## src/hw/rtl/ebce_pkg.sv

```systemverilog
// ebce_pkg: shared types and constants of the 8-bit cpu execute block
// opcodes, fault codes, branch conditions and the structs passed between modules
// no dependencies
`timescale 1ns / 1ps

package ebce_pkg;

   localparam int INS_W         = 16;
   localparam int PC_W          = 10;
   localparam int DATA_W        = 8;
   localparam int REG_AW        = 4;
   localparam int REG_COUNT     = 16;
   localparam int MEM_AW        = 8;
   localparam int PROGRAM_WORDS = 1024;

   typedef enum logic [3:0] {
      OP_NOP = 4'd0,
      OP_HLT = 4'd1,
      OP_ADD = 4'd2,
      OP_SUB = 4'd3,
      OP_NOR = 4'd4,
      OP_AND = 4'd5,
      OP_XOR = 4'd6,
      OP_RSH = 4'd7,
      OP_LDI = 4'd8,
      OP_ADI = 4'd9,
      OP_JMP = 4'd10,
      OP_BRH = 4'd11,
      OP_CAL = 4'd12,
      OP_RET = 4'd13,
      OP_LOD = 4'd14,
      OP_STR = 4'd15
   } op_type;

   typedef enum logic [1:0] {
      COND_ZSET = 2'd0,
      COND_ZCLR = 2'd1,
      COND_CSET = 2'd2,
      COND_CCLR = 2'd3
   } cond_type;

   localparam logic [1:0] FAULT_NONE      = 2'd0;
   localparam logic [1:0] FAULT_OVERFLOW  = 2'd1;
   localparam logic [1:0] FAULT_UNDERFLOW = 2'd2;

   // register file write request
   typedef struct packed {
      logic              en;
      logic [REG_AW-1:0] addr;
      logic [DATA_W-1:0] data;
   } rf_wr_type;

   // data memory write request
   typedef struct packed {
      logic              en;
      logic [MEM_AW-1:0] addr;
      logic [DATA_W-1:0] data;
   } dm_wr_type;

   // one response item
   typedef struct packed {
      logic [PC_W-1:0] next_pc;
      logic            halted;
      logic            zero_flag;
      logic            carry_flag;
      logic [1:0]      stack_fault;
   } rsp_type;

endpackage

```

## src/hw/rtl/ebce_if.sv

```systemverilog
// ebce_if: request and response channel interfaces of the cpu execute block
// valid/ready handshake with the payload fields; depends on ebce_pkg
`timescale 1ns / 1ps

interface ebce_req_if import ebce_pkg::*; ();
   logic             valid;
   logic             ready;
   logic [INS_W-1:0] instruction;

   modport source (output valid, output instruction, input ready);
   modport sink   (input valid, input instruction, output ready);
endinterface

interface ebce_rsp_if import ebce_pkg::*; ();
   logic            valid;
   logic            ready;
   logic [PC_W-1:0] next_pc;
   logic            halted;
   logic            zero_flag;
   logic            carry_flag;
   logic [1:0]      stack_fault;

   modport source (output valid, output next_pc, output halted, output zero_flag,
                   output carry_flag, output stack_fault, input ready);
   modport sink   (input valid, input next_pc, input halted, input zero_flag,
                   input carry_flag, input stack_fault, output ready);
endinterface

```

## src/hw/rtl/eight_bit_cpu_execute.sv

```systemverilog
// eight_bit_cpu_execute: executes one 16-bit instruction per request
// a request passes the execute register, the write-back register and the response queue before its response is offered
// throughput: one instruction per cycle; the pipeline stalls only when the
//    two-entry response queue is full
// reset: synchronous; registers, flags, pc and stack depth clear at once, register
//    file and data memory read zero through valid bits, so no clearing pass is needed
`timescale 1ns / 1ps

module eight_bit_cpu_execute import ebce_pkg::*; #(
   parameter int STACK_ENTRIES = 16,
   parameter int DATA_BYTES    = 256
) (
   input  logic       clock,
   input  logic       reset,
   ebce_req_if.sink   req_if,
   ebce_rsp_if.source rsp_if
);

   localparam int DW = $clog2(STACK_ENTRIES + 1);
   localparam int SW = (STACK_ENTRIES > 1) ? $clog2(STACK_ENTRIES) : 1;

   // pipeline control and architectural state
   logic             advance;
   logic             s1_valid_ff;
   logic [INS_W-1:0] s1_ins_ff;
   logic             s2_valid_ff;
   rsp_type          s2_rsp_ff;
   logic             s2_wr_en_ff;
   logic [REG_AW-1:0] s2_wr_addr_ff;
   logic [DATA_W-1:0] s2_alu_ff;
   logic             s2_load_ff;
   rf_wr_type        s3_wr_ff;
   logic [PC_W-1:0]  pc_ff;
   logic             zf_ff;
   logic             cf_ff;
   logic             stopped_ff;
   logic [DW-1:0]    depth_ff;

   // decode
   op_type           op;
   logic [REG_AW-1:0] ra;
   logic [REG_AW-1:0] rb;
   logic [REG_AW-1:0] rc;
   logic [7:0]       imm;
   logic [PC_W-1:0]  jaddr;
   cond_type         cond;
   logic             active;

   // operands and results
   logic [DATA_W-1:0] rf_a;
   logic [DATA_W-1:0] rf_b;
   logic [DATA_W-1:0] va;
   logic [DATA_W-1:0] vb;
   logic [DATA_W-1:0] s2_wdata;
   logic [DATA_W-1:0] dm_rd_data;
   logic [PC_W-1:0]  stk_rd_data;
   logic [8:0]       sum9;
   logic [PC_W:0]    seq;
   logic [MEM_AW-1:0] maddr;
   rf_wr_type        rf_wr;
   dm_wr_type        dm_wr;
   rsp_type          rsp_in;
   rsp_type          fifo_out;
   logic             fifo_space;

   // next values
   logic [PC_W:0]    target_in;
   logic             stop_in;
   logic [1:0]       fault_in;
   logic             zf_in;
   logic             cf_in;
   logic [DW-1:0]    depth_in;
   logic             wr_en_in;
   logic [REG_AW-1:0] wr_addr_in;
   logic [DATA_W-1:0] alu_in;
   logic             load_in;
   logic             push_en;
   logic             taken;

   assign advance       = fifo_space;
   assign req_if.ready  = advance;

   // field decode of the instruction in execute
   assign op     = op_type'(s1_ins_ff[15:12]);
   assign ra     = s1_ins_ff[11:8];
   assign rb     = s1_ins_ff[7:4];
   assign rc     = s1_ins_ff[3:0];
   assign imm    = s1_ins_ff[7:0];
   assign jaddr  = s1_ins_ff[PC_W-1:0];
   assign cond   = cond_type'(s1_ins_ff[11:10]);
   assign active = s1_valid_ff && !stopped_ff;

   // register file, read in the accept cycle
   ebce_regfile u_regfile (
      .clock     (clock),
      .reset     (reset),
      .rd_en     (advance),
      .rd_addr_a (req_if.instruction[11:8]),
      .rd_addr_b (req_if.instruction[7:4]),
      .rd_data_a (rf_a),
      .rd_data_b (rf_b),
      .wr        (rf_wr)
   );

   // write-back stage: load data or alu result
   assign s2_wdata = s2_load_ff ? dm_rd_data : s2_alu_ff;
   assign rf_wr    = '{en:   advance && s2_valid_ff && s2_wr_en_ff,
                       addr: s2_wr_addr_ff,
                       data: s2_wdata};

   // operand forwarding from write-back and from the registered previous write
   always_comb begin
      if (s2_valid_ff && s2_wr_en_ff && (s2_wr_addr_ff == ra)) begin
         va = s2_wdata;
      end else if (s3_wr_ff.en && (s3_wr_ff.addr == ra)) begin
         va = s3_wr_ff.data;
      end else begin
         va = rf_a;
      end
      if (s2_valid_ff && s2_wr_en_ff && (s2_wr_addr_ff == rb)) begin
         vb = s2_wdata;
      end else if (s3_wr_ff.en && (s3_wr_ff.addr == rb)) begin
         vb = s3_wr_ff.data;
      end else begin
         vb = rf_b;
      end
   end

   assign seq   = {1'b0, pc_ff} + (PC_W+1)'(1);
   assign sum9  = {1'b0, va} + {1'b0, (op == OP_SUB) ? ~vb : vb} + 9'(cf_ff);
   assign maddr = va + {4'b0000, rc};

   // execute: flags, branch target, stack and write-back selection
   always_comb begin
      target_in  = seq;
      stop_in    = 1'b0;
      fault_in   = FAULT_NONE;
      zf_in      = zf_ff;
      cf_in      = cf_ff;
      depth_in   = depth_ff;
      wr_en_in   = 1'b0;
      wr_addr_in = rc;
      alu_in     = '0;
      load_in    = 1'b0;
      push_en    = 1'b0;
      taken      = 1'b0;
      if (active) begin
         case (op)
            OP_NOP: begin
            end
            OP_HLT: begin
               stop_in   = 1'b1;
               target_in = {1'b0, pc_ff};
            end
            OP_ADD, OP_SUB: begin
               alu_in   = sum9[7:0];
               wr_en_in = 1'b1;
               zf_in    = (sum9[7:0] == 8'd0);
               cf_in    = sum9[8];
            end
            OP_NOR: begin
               alu_in   = ~(va | vb);
               wr_en_in = 1'b1;
               zf_in    = (alu_in == 8'd0);
            end
            OP_AND: begin
               alu_in   = va & vb;
               wr_en_in = 1'b1;
               zf_in    = (alu_in == 8'd0);
            end
            OP_XOR: begin
               alu_in   = va ^ vb;
               wr_en_in = 1'b1;
               zf_in    = (alu_in == 8'd0);
            end
            OP_RSH: begin
               alu_in   = {1'b0, va[7:1]};
               wr_en_in = 1'b1;
            end
            OP_LDI: begin
               alu_in     = imm;
               wr_en_in   = 1'b1;
               wr_addr_in = ra;
            end
            OP_ADI: begin
               alu_in     = va + imm;
               wr_en_in   = 1'b1;
               wr_addr_in = ra;
               zf_in      = (alu_in == 8'd0);
            end
            OP_JMP: begin
               target_in = {1'b0, jaddr};
            end
            OP_BRH: begin
               case (cond)
                  COND_ZSET: taken = zf_ff;
                  COND_ZCLR: taken = !zf_ff;
                  COND_CSET: taken = cf_ff;
                  COND_CCLR: taken = !cf_ff;
                  default:   taken = 1'b0;
               endcase
               if (taken) begin
                  target_in = {1'b0, jaddr};
               end
            end
            OP_CAL: begin
               if (depth_ff == DW'(STACK_ENTRIES)) begin
                  fault_in  = FAULT_OVERFLOW;
                  stop_in   = 1'b1;
                  target_in = {1'b0, pc_ff};
               end else begin
                  push_en   = 1'b1;
                  depth_in  = depth_ff + DW'(1);
                  target_in = {1'b0, jaddr};
               end
            end
            OP_RET: begin
               if (depth_ff == '0) begin
                  fault_in  = FAULT_UNDERFLOW;
                  stop_in   = 1'b1;
                  target_in = {1'b0, pc_ff};
               end else begin
                  depth_in  = depth_ff - DW'(1);
                  target_in = {1'b0, stk_rd_data};
               end
            end
            OP_LOD: begin
               wr_en_in   = 1'b1;
               wr_addr_in = rb;
               load_in    = 1'b1;
            end
            OP_STR: begin
            end
            default: begin
            end
         endcase
         // running past the last program word stops the core in place
         if (target_in >= (PC_W+1)'(PROGRAM_WORDS)) begin
            stop_in   = 1'b1;
            target_in = {1'b0, pc_ff};
         end
      end
      // r0 is never written
      wr_en_in = wr_en_in && (wr_addr_in != '0);
   end

   // response of the instruction in execute
   always_comb begin
      rsp_in.next_pc     = active ? target_in[PC_W-1:0] : pc_ff;
      rsp_in.halted      = active ? stop_in : stopped_ff;
      rsp_in.zero_flag   = zf_in;
      rsp_in.carry_flag  = cf_in;
      rsp_in.stack_fault = fault_in;
   end

   // data memory: load read and store write both happen in execute
   assign dm_wr = '{en:   advance && active && (op == OP_STR),
                    addr: maddr,
                    data: vb};

   ebce_dmem #(
      .DATA_BYTES (DATA_BYTES)
   ) u_dmem (
      .clock   (clock),
      .reset   (reset),
      .rd_en   (advance),
      .rd_addr (maddr),
      .rd_data (dm_rd_data),
      .wr      (dm_wr)
   );

   // return stack: read the top as it stands after this edge
   ebce_stack #(
      .STACK_ENTRIES (STACK_ENTRIES)
   ) u_stack (
      .clock     (clock),
      .rd_en     (advance),
      .rd_addr   (SW'(depth_in - DW'(1))),
      .rd_data   (stk_rd_data),
      .push_en   (advance && push_en),
      .push_addr (SW'(depth_ff)),
      .push_data (seq[PC_W-1:0])
   );

   // control state and architectural state
   always_ff @(posedge clock) begin
      if (reset) begin
         s1_valid_ff <= 1'b0;
         s2_valid_ff <= 1'b0;
         s3_wr_ff.en <= 1'b0;
         pc_ff       <= '0;
         zf_ff       <= 1'b0;
         cf_ff       <= 1'b0;
         stopped_ff  <= 1'b0;
         depth_ff    <= '0;
      end else if (advance) begin
         s1_valid_ff   <= req_if.valid;
         s2_valid_ff   <= s1_valid_ff;
         s3_wr_ff.en   <= s2_valid_ff && s2_wr_en_ff;
         s3_wr_ff.addr <= s2_wr_addr_ff;
         s3_wr_ff.data <= s2_wdata;
         if (active) begin
            pc_ff      <= target_in[PC_W-1:0];
            zf_ff      <= zf_in;
            cf_ff      <= cf_in;
            stopped_ff <= stop_in;
            depth_ff   <= depth_in;
         end
      end
   end

   // pipeline payload
   always_ff @(posedge clock) begin
      if (advance) begin
         s1_ins_ff      <= req_if.instruction;
         s2_rsp_ff      <= rsp_in;
         s2_wr_en_ff    <= wr_en_in;
         s2_wr_addr_ff  <= wr_addr_in;
         s2_alu_ff      <= alu_in;
         s2_load_ff     <= load_in;
      end
   end

   // response queue
   ebce_rsp_fifo u_rsp_fifo (
      .clock     (clock),
      .reset     (reset),
      .push      (advance && s2_valid_ff),
      .push_data (s2_rsp_ff),
      .space     (fifo_space),
      .out_valid (rsp_if.valid),
      .out_data  (fifo_out),
      .out_ready (rsp_if.ready)
   );

   assign rsp_if.next_pc     = fifo_out.next_pc;
   assign rsp_if.halted      = fifo_out.halted;
   assign rsp_if.zero_flag   = fifo_out.zero_flag;
   assign rsp_if.carry_flag  = fifo_out.carry_flag;
   assign rsp_if.stack_fault = fifo_out.stack_fault;

endmodule

```

## src/hw/rtl/ebce_regfile.sv

```systemverilog
// ebce_regfile: 16 x 8 register file, two synchronous read ports, one write port
// per-entry valid bits make the whole file read zero after reset; depends on ebce_pkg
`timescale 1ns / 1ps

module ebce_regfile import ebce_pkg::*; (
   input  logic              clock,
   input  logic              reset,
   input  logic              rd_en,
   input  logic [REG_AW-1:0] rd_addr_a,
   input  logic [REG_AW-1:0] rd_addr_b,
   output logic [DATA_W-1:0] rd_data_a,
   output logic [DATA_W-1:0] rd_data_b,
   input  rf_wr_type         wr
);

   logic [DATA_W-1:0]    mem [REG_COUNT];
   logic [REG_COUNT-1:0] valid_ff;
   logic [DATA_W-1:0]    a_ff;
   logic [DATA_W-1:0]    b_ff;
   logic                 a_ok_ff;
   logic                 b_ok_ff;

   // valid bits, cleared by reset
   always_ff @(posedge clock) begin
      if (reset) begin
         valid_ff <= '0;
      end else if (wr.en) begin
         valid_ff[wr.addr] <= 1'b1;
      end
   end

   // storage and registered reads (old data on a same-edge write)
   always_ff @(posedge clock) begin
      if (wr.en) begin
         mem[wr.addr] <= wr.data;
      end
      if (rd_en) begin
         a_ff    <= mem[rd_addr_a];
         b_ff    <= mem[rd_addr_b];
         a_ok_ff <= valid_ff[rd_addr_a];
         b_ok_ff <= valid_ff[rd_addr_b];
      end
   end

   // entries never written read as zero
   assign rd_data_a = a_ok_ff ? a_ff : '0;
   assign rd_data_b = b_ok_ff ? b_ff : '0;

endmodule

```

## src/hw/rtl/ebce_dmem.sv

```systemverilog
// ebce_dmem: byte-wide data memory with one synchronous read and one write port
// per-byte valid bits give the all-zero reset contents; depends on ebce_pkg
`timescale 1ns / 1ps

module ebce_dmem import ebce_pkg::*; #(
   parameter int DATA_BYTES = 256
) (
   input  logic              clock,
   input  logic              reset,
   input  logic              rd_en,
   input  logic [MEM_AW-1:0] rd_addr,
   output logic [DATA_W-1:0] rd_data,
   input  dm_wr_type         wr
);

   localparam int IW = $clog2(DATA_BYTES);

   logic [DATA_W-1:0]     mem [DATA_BYTES];
   logic [DATA_BYTES-1:0] valid_ff;
   logic [DATA_W-1:0]     rd_ff;
   logic                  rd_ok_ff;
   logic                  rd_in_range;
   logic                  wr_in_range;

   // addresses past the end load zero and drop stores
   assign rd_in_range = ({1'b0, rd_addr} < (MEM_AW+1)'(DATA_BYTES));
   assign wr_in_range = ({1'b0, wr.addr} < (MEM_AW+1)'(DATA_BYTES));

   // valid bits, cleared by reset
   always_ff @(posedge clock) begin
      if (reset) begin
         valid_ff <= '0;
      end else if (wr.en && wr_in_range) begin
         valid_ff[wr.addr[IW-1:0]] <= 1'b1;
      end
   end

   // storage and registered read
   always_ff @(posedge clock) begin
      if (wr.en && wr_in_range) begin
         mem[wr.addr[IW-1:0]] <= wr.data;
      end
      if (rd_en) begin
         if (rd_in_range) begin
            rd_ff    <= mem[rd_addr[IW-1:0]];
            rd_ok_ff <= valid_ff[rd_addr[IW-1:0]];
         end else begin
            rd_ff    <= '0;
            rd_ok_ff <= 1'b0;
         end
      end
   end

   assign rd_data = rd_ok_ff ? rd_ff : '0;

endmodule

```

## src/hw/rtl/ebce_stack.sv

```systemverilog
// ebce_stack: return address stack memory, one write and one synchronous read port
// a write to the address being read is forwarded to the read register; depends on ebce_pkg
`timescale 1ns / 1ps

module ebce_stack import ebce_pkg::*; #(
   parameter  int STACK_ENTRIES = 16,
   localparam int SW = (STACK_ENTRIES > 1) ? $clog2(STACK_ENTRIES) : 1
) (
   input  logic                     clock,
   input  logic                     rd_en,
   input  logic [SW-1:0]            rd_addr,
   output logic [PC_W-1:0]          rd_data,
   input  logic                     push_en,
   input  logic [SW-1:0]            push_addr,
   input  logic [PC_W-1:0]          push_data
);

   logic [PC_W-1:0] mem [STACK_ENTRIES];
   logic [PC_W-1:0] rd_ff;

   // write port and write-first read
   always_ff @(posedge clock) begin
      if (push_en) begin
         mem[push_addr] <= push_data;
      end
      if (rd_en) begin
         if (push_en && (push_addr == rd_addr)) begin
            rd_ff <= push_data;
         end else begin
            rd_ff <= mem[rd_addr];
         end
      end
   end

   assign rd_data = rd_ff;

endmodule

```

## src/hw/rtl/ebce_rsp_fifo.sv

```systemverilog
// ebce_rsp_fifo: two-entry response queue between the pipeline and the response port
// lets the pipeline keep taking requests while a response waits; depends on ebce_pkg
`timescale 1ns / 1ps

module ebce_rsp_fifo import ebce_pkg::*; (
   input  logic    clock,
   input  logic    reset,
   input  logic    push,
   input  rsp_type push_data,
   output logic    space,
   output logic    out_valid,
   output rsp_type out_data,
   input  logic    out_ready
);

   rsp_type    ent_ff [2];
   logic       wr_ptr_ff;
   logic       rd_ptr_ff;
   logic [1:0] count_ff;
   logic       pop;

   assign pop       = out_valid && out_ready;
   assign space     = (count_ff != 2'd2);
   assign out_valid = (count_ff != 2'd0);
   assign out_data  = ent_ff[rd_ptr_ff];

   // pointers and fill level
   always_ff @(posedge clock) begin
      if (reset) begin
         wr_ptr_ff <= 1'b0;
         rd_ptr_ff <= 1'b0;
         count_ff  <= 2'd0;
      end else begin
         if (push) begin
            wr_ptr_ff <= ~wr_ptr_ff;
         end
         if (pop) begin
            rd_ptr_ff <= ~rd_ptr_ff;
         end
         count_ff <= count_ff + 2'(push) - 2'(pop);
      end
   end

   // entry storage
   always_ff @(posedge clock) begin
      if (push) begin
         ent_ff[wr_ptr_ff] <= push_data;
      end
   end

endmodule

```

## src/flat_wrapper.sv

```systemverilog
// flat-port wrapper written by rule: the top's interface ports become plain ports
module eight_bit_cpu_execute_flat import ebce_pkg::*;
#(
   parameter int STACK_ENTRIES = 16,
   parameter int DATA_BYTES    = 256
)
  (clock, reset, req_if_valid, req_if_instruction, req_if_ready, rsp_if_valid, rsp_if_next_pc, rsp_if_halted, rsp_if_zero_flag, rsp_if_carry_flag, rsp_if_stack_fault, rsp_if_ready);
  ebce_req_if req_if_i ();
  ebce_rsp_if rsp_if_i ();
  input  logic clock;
  input  logic reset;
  input wire logic [$bits(req_if_i.valid)-1:0] req_if_valid;
  input wire logic [$bits(req_if_i.instruction)-1:0] req_if_instruction;
  output wire logic [$bits(req_if_i.ready)-1:0] req_if_ready;
  output wire logic [$bits(rsp_if_i.valid)-1:0] rsp_if_valid;
  output wire logic [$bits(rsp_if_i.next_pc)-1:0] rsp_if_next_pc;
  output wire logic [$bits(rsp_if_i.halted)-1:0] rsp_if_halted;
  output wire logic [$bits(rsp_if_i.zero_flag)-1:0] rsp_if_zero_flag;
  output wire logic [$bits(rsp_if_i.carry_flag)-1:0] rsp_if_carry_flag;
  output wire logic [$bits(rsp_if_i.stack_fault)-1:0] rsp_if_stack_fault;
  input wire logic [$bits(rsp_if_i.ready)-1:0] rsp_if_ready;
  assign req_if_i.valid = req_if_valid;
  assign req_if_i.instruction = req_if_instruction;
  assign req_if_ready = req_if_i.ready;
  assign rsp_if_valid = rsp_if_i.valid;
  assign rsp_if_next_pc = rsp_if_i.next_pc;
  assign rsp_if_halted = rsp_if_i.halted;
  assign rsp_if_zero_flag = rsp_if_i.zero_flag;
  assign rsp_if_carry_flag = rsp_if_i.carry_flag;
  assign rsp_if_stack_fault = rsp_if_i.stack_fault;
  assign rsp_if_i.ready = rsp_if_ready;
  eight_bit_cpu_execute #(.STACK_ENTRIES(STACK_ENTRIES), .DATA_BYTES(DATA_BYTES)) u_core (.clock(clock), .reset(reset), .req_if(req_if_i), .rsp_if(rsp_if_i));
endmodule
```

## config.mk

```make
export PLATFORM = sky130hd
export DESIGN_NAME = eight_bit_cpu_execute_flat
export DESIGN_NICKNAME = d
export VERILOG_FILES = /design/src/hw/rtl/ebce_pkg.sv /design/src/hw/rtl/ebce_if.sv /design/src/hw/rtl/eight_bit_cpu_execute.sv /design/src/hw/rtl/ebce_regfile.sv /design/src/hw/rtl/ebce_dmem.sv /design/src/hw/rtl/ebce_stack.sv /design/src/hw/rtl/ebce_rsp_fifo.sv /design/src/flat_wrapper.sv
export SDC_FILE = /design/constraint.sdc
export NUM_CORES = 2
export LEC_CHECK = 0
export ABC_AREA = 1
export CAP_MARGIN = 20
export CORE_MARGIN = 2
export CORE_UTILIZATION = 35
export DETAILED_ROUTE_END_ITERATION = 7
export DONT_BUFFER_PORTS = 1
export PLACE_DENSITY = 0.57
export SLEW_MARGIN = 20
export SYNTH_ARGS = -nofsm -noshare
export SYNTH_HDL_FRONTEND = slang
export SYNTH_HIERARCHICAL = 1
export SYNTH_SLANG_ARGS = --single-unit
```

## constraint.sdc

```tcl
create_clock -name clock -period 22.3 [get_ports clock]
set_clock_uncertainty 0.2 [all_clocks]
set_input_delay 2.23 -clock clock [delete_from_list [all_inputs] [get_ports clock]]
set_output_delay 2.23 -clock clock [all_outputs]
set_load 0.01 [all_outputs]
```

==> qor.yml <==
number_of_buffers_inserted_during_clock_tree_synthesis: 304
die-width_um: 581
pre_cts_ws_ns: 14.53
synth.yosys.seq_area_share_pct: 68.5
sw_frac_of_total_pct: 40.5
die_area_um2: 338000
core_um2: 331000
clk_latency_ns: 0.93
number_of_buffer_cells_added_on_primary_ports: 0
whs_ns: 0.243
num_ports: 37
met1_length_mm: 145
status: "finished, violations left"
data_arrival_critical_path_ns: 8.53
met3WireLength_mm: 26.6
internal-power_mw: 10.5
report.final.setup_viol: 0
vdd_ir_drop_max_v: 0.000157
drt-total-wl_mm: 338
post_cts_buffers: 0
fmax_ghz: 0.126
cts_sinks: 2758
layout.cells.non_filler: 15400
route.top_layer_used: "met5"
clk_transition_reported_paths_ns: 0.07
criticalPathCategory: "reg -> reg"
fin_setup_tns_ns: 0
largest_net_degree_at_the_start_of_global_routing: 292
yosys.cell_count.top_type: "sky130_fd_sc_hd__nand2_1"
viasPerCell: 5.27
layout-drive-gt1-share_pct: 6.35
tmin_final_ns: 7.95
initial_antenna_violation_count: 9
min_path_cells: 0
postSynthCellCount: 11000
cts_max_path_buffers: 4
ys_types: 62
finalInstanceArea_um2: 130000
drc: 2
synth-seq-cells: 2758
postPlaceCellArea_um2: 120000
initial_core_util_pct: 35.2
timing_max_transition_violations_final: 0
rsz0062_at_grt: "false"
cts_tree: "done"
via_count: 80900
ys_dominant_reg_cell: "sky130_fd_sc_hd__edfxtp_1"
leading_post_synthesis_cells_by_cell_area: "sky130_fd_sc_hd__edfxtp_1 63%, sky130_fd_sc_hd__nand3_1 11%, sky130_fd_sc_hd__nand2_1 9.9%"
r2r-start: "u_core/u_dmem/rd_ok_ff"
p_seq_share_pct: 35.2
worst-endpoint-required_ns: 22.89
report.power.total_mw: 17.6
cellPowerDensity_nw_per_um2: 136
place_inst: 14800
netlist_top_cells_count: "3,081 x sky130_fd_sc_hd__nand2_1, 2,678 x sky130_fd_sc_hd__nand3_1, 2,460 x sky130_fd_sc_hd__edfxtp_1, 917 x sky130_fd_sc_hd__nor2_1, 506 x sky130_fd_sc_hd__inv_1"
combPwrFrac_pct: 36.9
crit_fanout: 66
postRouteAntennaNets: 0
total_switching_power_mw: 7.13
synthesis.area_um2: 117000
layout_setup_ws_ns: 14.35
worstMarginPinSlew_ns: 1.26
worst_hold_path_type: "reg -> reg"
synth-async-reset-ratio_pct: 0
drt_first_pass_iters: 8
edff_count_synth: 2460
die_h_um: 581
global_route_wire_length_before_repair_mm: 502
yosysTopAreaCell: "sky130_fd_sc_hd__edfxtp_1"
timing.hold.worst_endpoint: "u_core/u_rsp_fifo/ent_ff[0][0]"
min_period_over_period_pct: 35.6
grt_remaining_overflow: 0
row_count: 211
timing.reg2reg.setup_slack_ns: 14.35
cts.htree.levels: 5
post-synth-top-area-fraction_pct: 63.3
cap_viol_max_count: 0
met2RoutedLength_mm: 156
cts_resized: 0
cts_hold_repair.buffers: 0
violations: "design-rule violations"
grt_use_total_pct: 19.4
wl_per_cell_um: 22.0
relSlewSlack_pct: 15.9
worstReg2RegEnd: "u_core/u_dmem/rd_ff[7]"
place.detailed.hpwl_mm: 186
pleak_nw: 47.2
syn_area_per_cell_um2: 10.6
post-route-util_pct: 39.1
gpl.final_weighted_congestion: 0.848
design.final.nets: 10800
vias_in_the_first_global_route: 75800
clock_tree.root_cell: "sky130_fd_sc_hd__clkbuf_16"
yosys_warnings: 6
hold_start: "u_core/s2_rsp_ff[0]"
startpoint_type: "register"
area_growth_syn_to_layout_pct: 11.1
first_iter_violations: 8759
worst-r2r-cell-count: 24
syn-num-nets: 11100
clock_power_share_pct: 27.8
critical_path_capture_point_type: "register"
hold_viol_final: 0
==> metal layers <==
layer,up-vias,track usage (%)
met4,2,6.37
met5,-,0
met1,39800,27.2
li1,37300,-
met3,606,2.97
met2,3274,30.8
==> final cells by class <==
cell class	count	area, um^2
well taps	4366	5460
diodes	3	7.51
inverters	540	2140
multi-input cells	7034	31500
clock buffers	414	8460
flip-flops and latches	2758	79800
clock inverters	146	1250
repair buffers	106	920
fillers	32000	202000
==> cell usage in the layout, fill, tap and decap left out, drive strengths merged, types with 2 or more instances in the layout <==
cell type,instances
o22ai,8
nor2,930
bufinv,13
nor4,13
dfxtp,298
o21ba,5
mux2i,7
o221ai,4
fa,2
mux2,18
a21oi,51
o21bai,3
and3,3
nor3,15
o211ai,9
or2,2
edfxtp,2460
clkinvlp,12
a31oi,3
o21ai,68
xnor2,8
nand4,17
a22o,2
clkbuf,414
o2111ai,2
xor2,32
nand2,3096
a221oi,8
ha,37
diode,3
buf,106
nand3,2685
inv,541
clkinv,120
==> state kept, by name, indices dropped and copies added, names as in the netlist, 8 cells and up, named ones only <==
register,cells
u_core/s2_alu_ff,8
u_core/u_stack/rd_data,10
u_core/s1_ins_ff,16
u_core/u_rsp_fifo/ent_ff,30
u_core/u_dmem/mem,2048
u_core/u_dmem/valid_ff,256
u_core/u_regfile/valid_ff,16
u_core/s3_wr_ff,13
u_core/u_regfile/a_ff,8
u_core/u_stack/mem,160
u_core/s2_rsp_ff,15
u_core/u_regfile/mem,128
u_core/u_regfile/b_ff,8
u_core/pc_ff,10
u_core/u_dmem/rd_ff,8
==> power groups by stage <==
stage          combinational (mW)  clock (mW)  sequential, mW
3_3_place_gp                 6.45           0            6.31
5_1_grt                      7.02        5.19            6.21
4_1_cts                      6.47        5.00            6.21
3_5_place_dp                 6.45           0            6.32
2_1_floorplan                4.13           0            6.36
6_report                     6.51        4.91            6.21
==> worst max-delay path: stages, from the launching register on <==
cell and delay [ns]:
sky130_fd_sc_hd__edfxtp_1 0.49, sky130_fd_sc_hd__nand2_1 0.18, sky130_fd_sc_hd__inv_1 0.13, sky130_fd_sc_hd__inv_1 0.13
sky130_fd_sc_hd__nand2_1 0.07, sky130_fd_sc_hd__o21ai_0 0.16, sky130_fd_sc_hd__inv_1 0.36, sky130_fd_sc_hd__nand2_2 0.19
sky130_fd_sc_hd__nand2_1 0.15, sky130_fd_sc_hd__ha_4 0.58, sky130_fd_sc_hd__buf_4 0.60, sky130_fd_sc_hd__buf_4 0.72
sky130_fd_sc_hd__buf_4 0.73, sky130_fd_sc_hd__buf_4 0.73, sky130_fd_sc_hd__buf_4 0.70, sky130_fd_sc_hd__nand2_1 0.12
sky130_fd_sc_hd__nand3_1 0.12, sky130_fd_sc_hd__nand3_1 0.09, sky130_fd_sc_hd__nand3_1 0.15, sky130_fd_sc_hd__nand3_1 0.16
sky130_fd_sc_hd__nand3_1 0.23, sky130_fd_sc_hd__nand3_1 0.28, sky130_fd_sc_hd__nand2_1 0.16, sky130_fd_sc_hd__nand2_1 0.07
sky130_fd_sc_hd__nand2_1 0.06
==> worst max-delay path by stage <==
stage                            start                 endpoint
2_1_floorplan  u_core/s2_wr_addr_ff[2]  u_core/u_dmem/mem[0][7]
3_3_place_gp    u_core/u_dmem/rd_ok_ff   u_core/u_dmem/rd_ff[7]
3_5_place_dp    u_core/u_dmem/rd_ok_ff   u_core/u_dmem/rd_ff[7]
4_1_cts         u_core/u_dmem/rd_ok_ff   u_core/u_dmem/rd_ff[7]
5_1_grt         u_core/u_dmem/rd_ok_ff   u_core/u_dmem/rd_ff[7]
6_report        u_core/u_dmem/rd_ok_ff   u_core/u_dmem/rd_ff[7]
==> kinds of logic after synthesis <==
| logic type | Yosys count | synth area share [%] |
|---|---|---|
| adder cells (fa/ha/maj) | 39 | 0.431 |
| multiplexers | 25 | 0.266 |
| flip-flops | 2758 | 68.5 |
| AND/OR/NAND/NOR | 6761 | 24.9 |
| buffers and inverters | 1210 | 4.74 |
| XOR/XNOR | 40 | 0.307 |
| AO/OA/AOI/OAI | 169 | 0.910 |
Note: power is estimated with default switching activity, not from simulation.
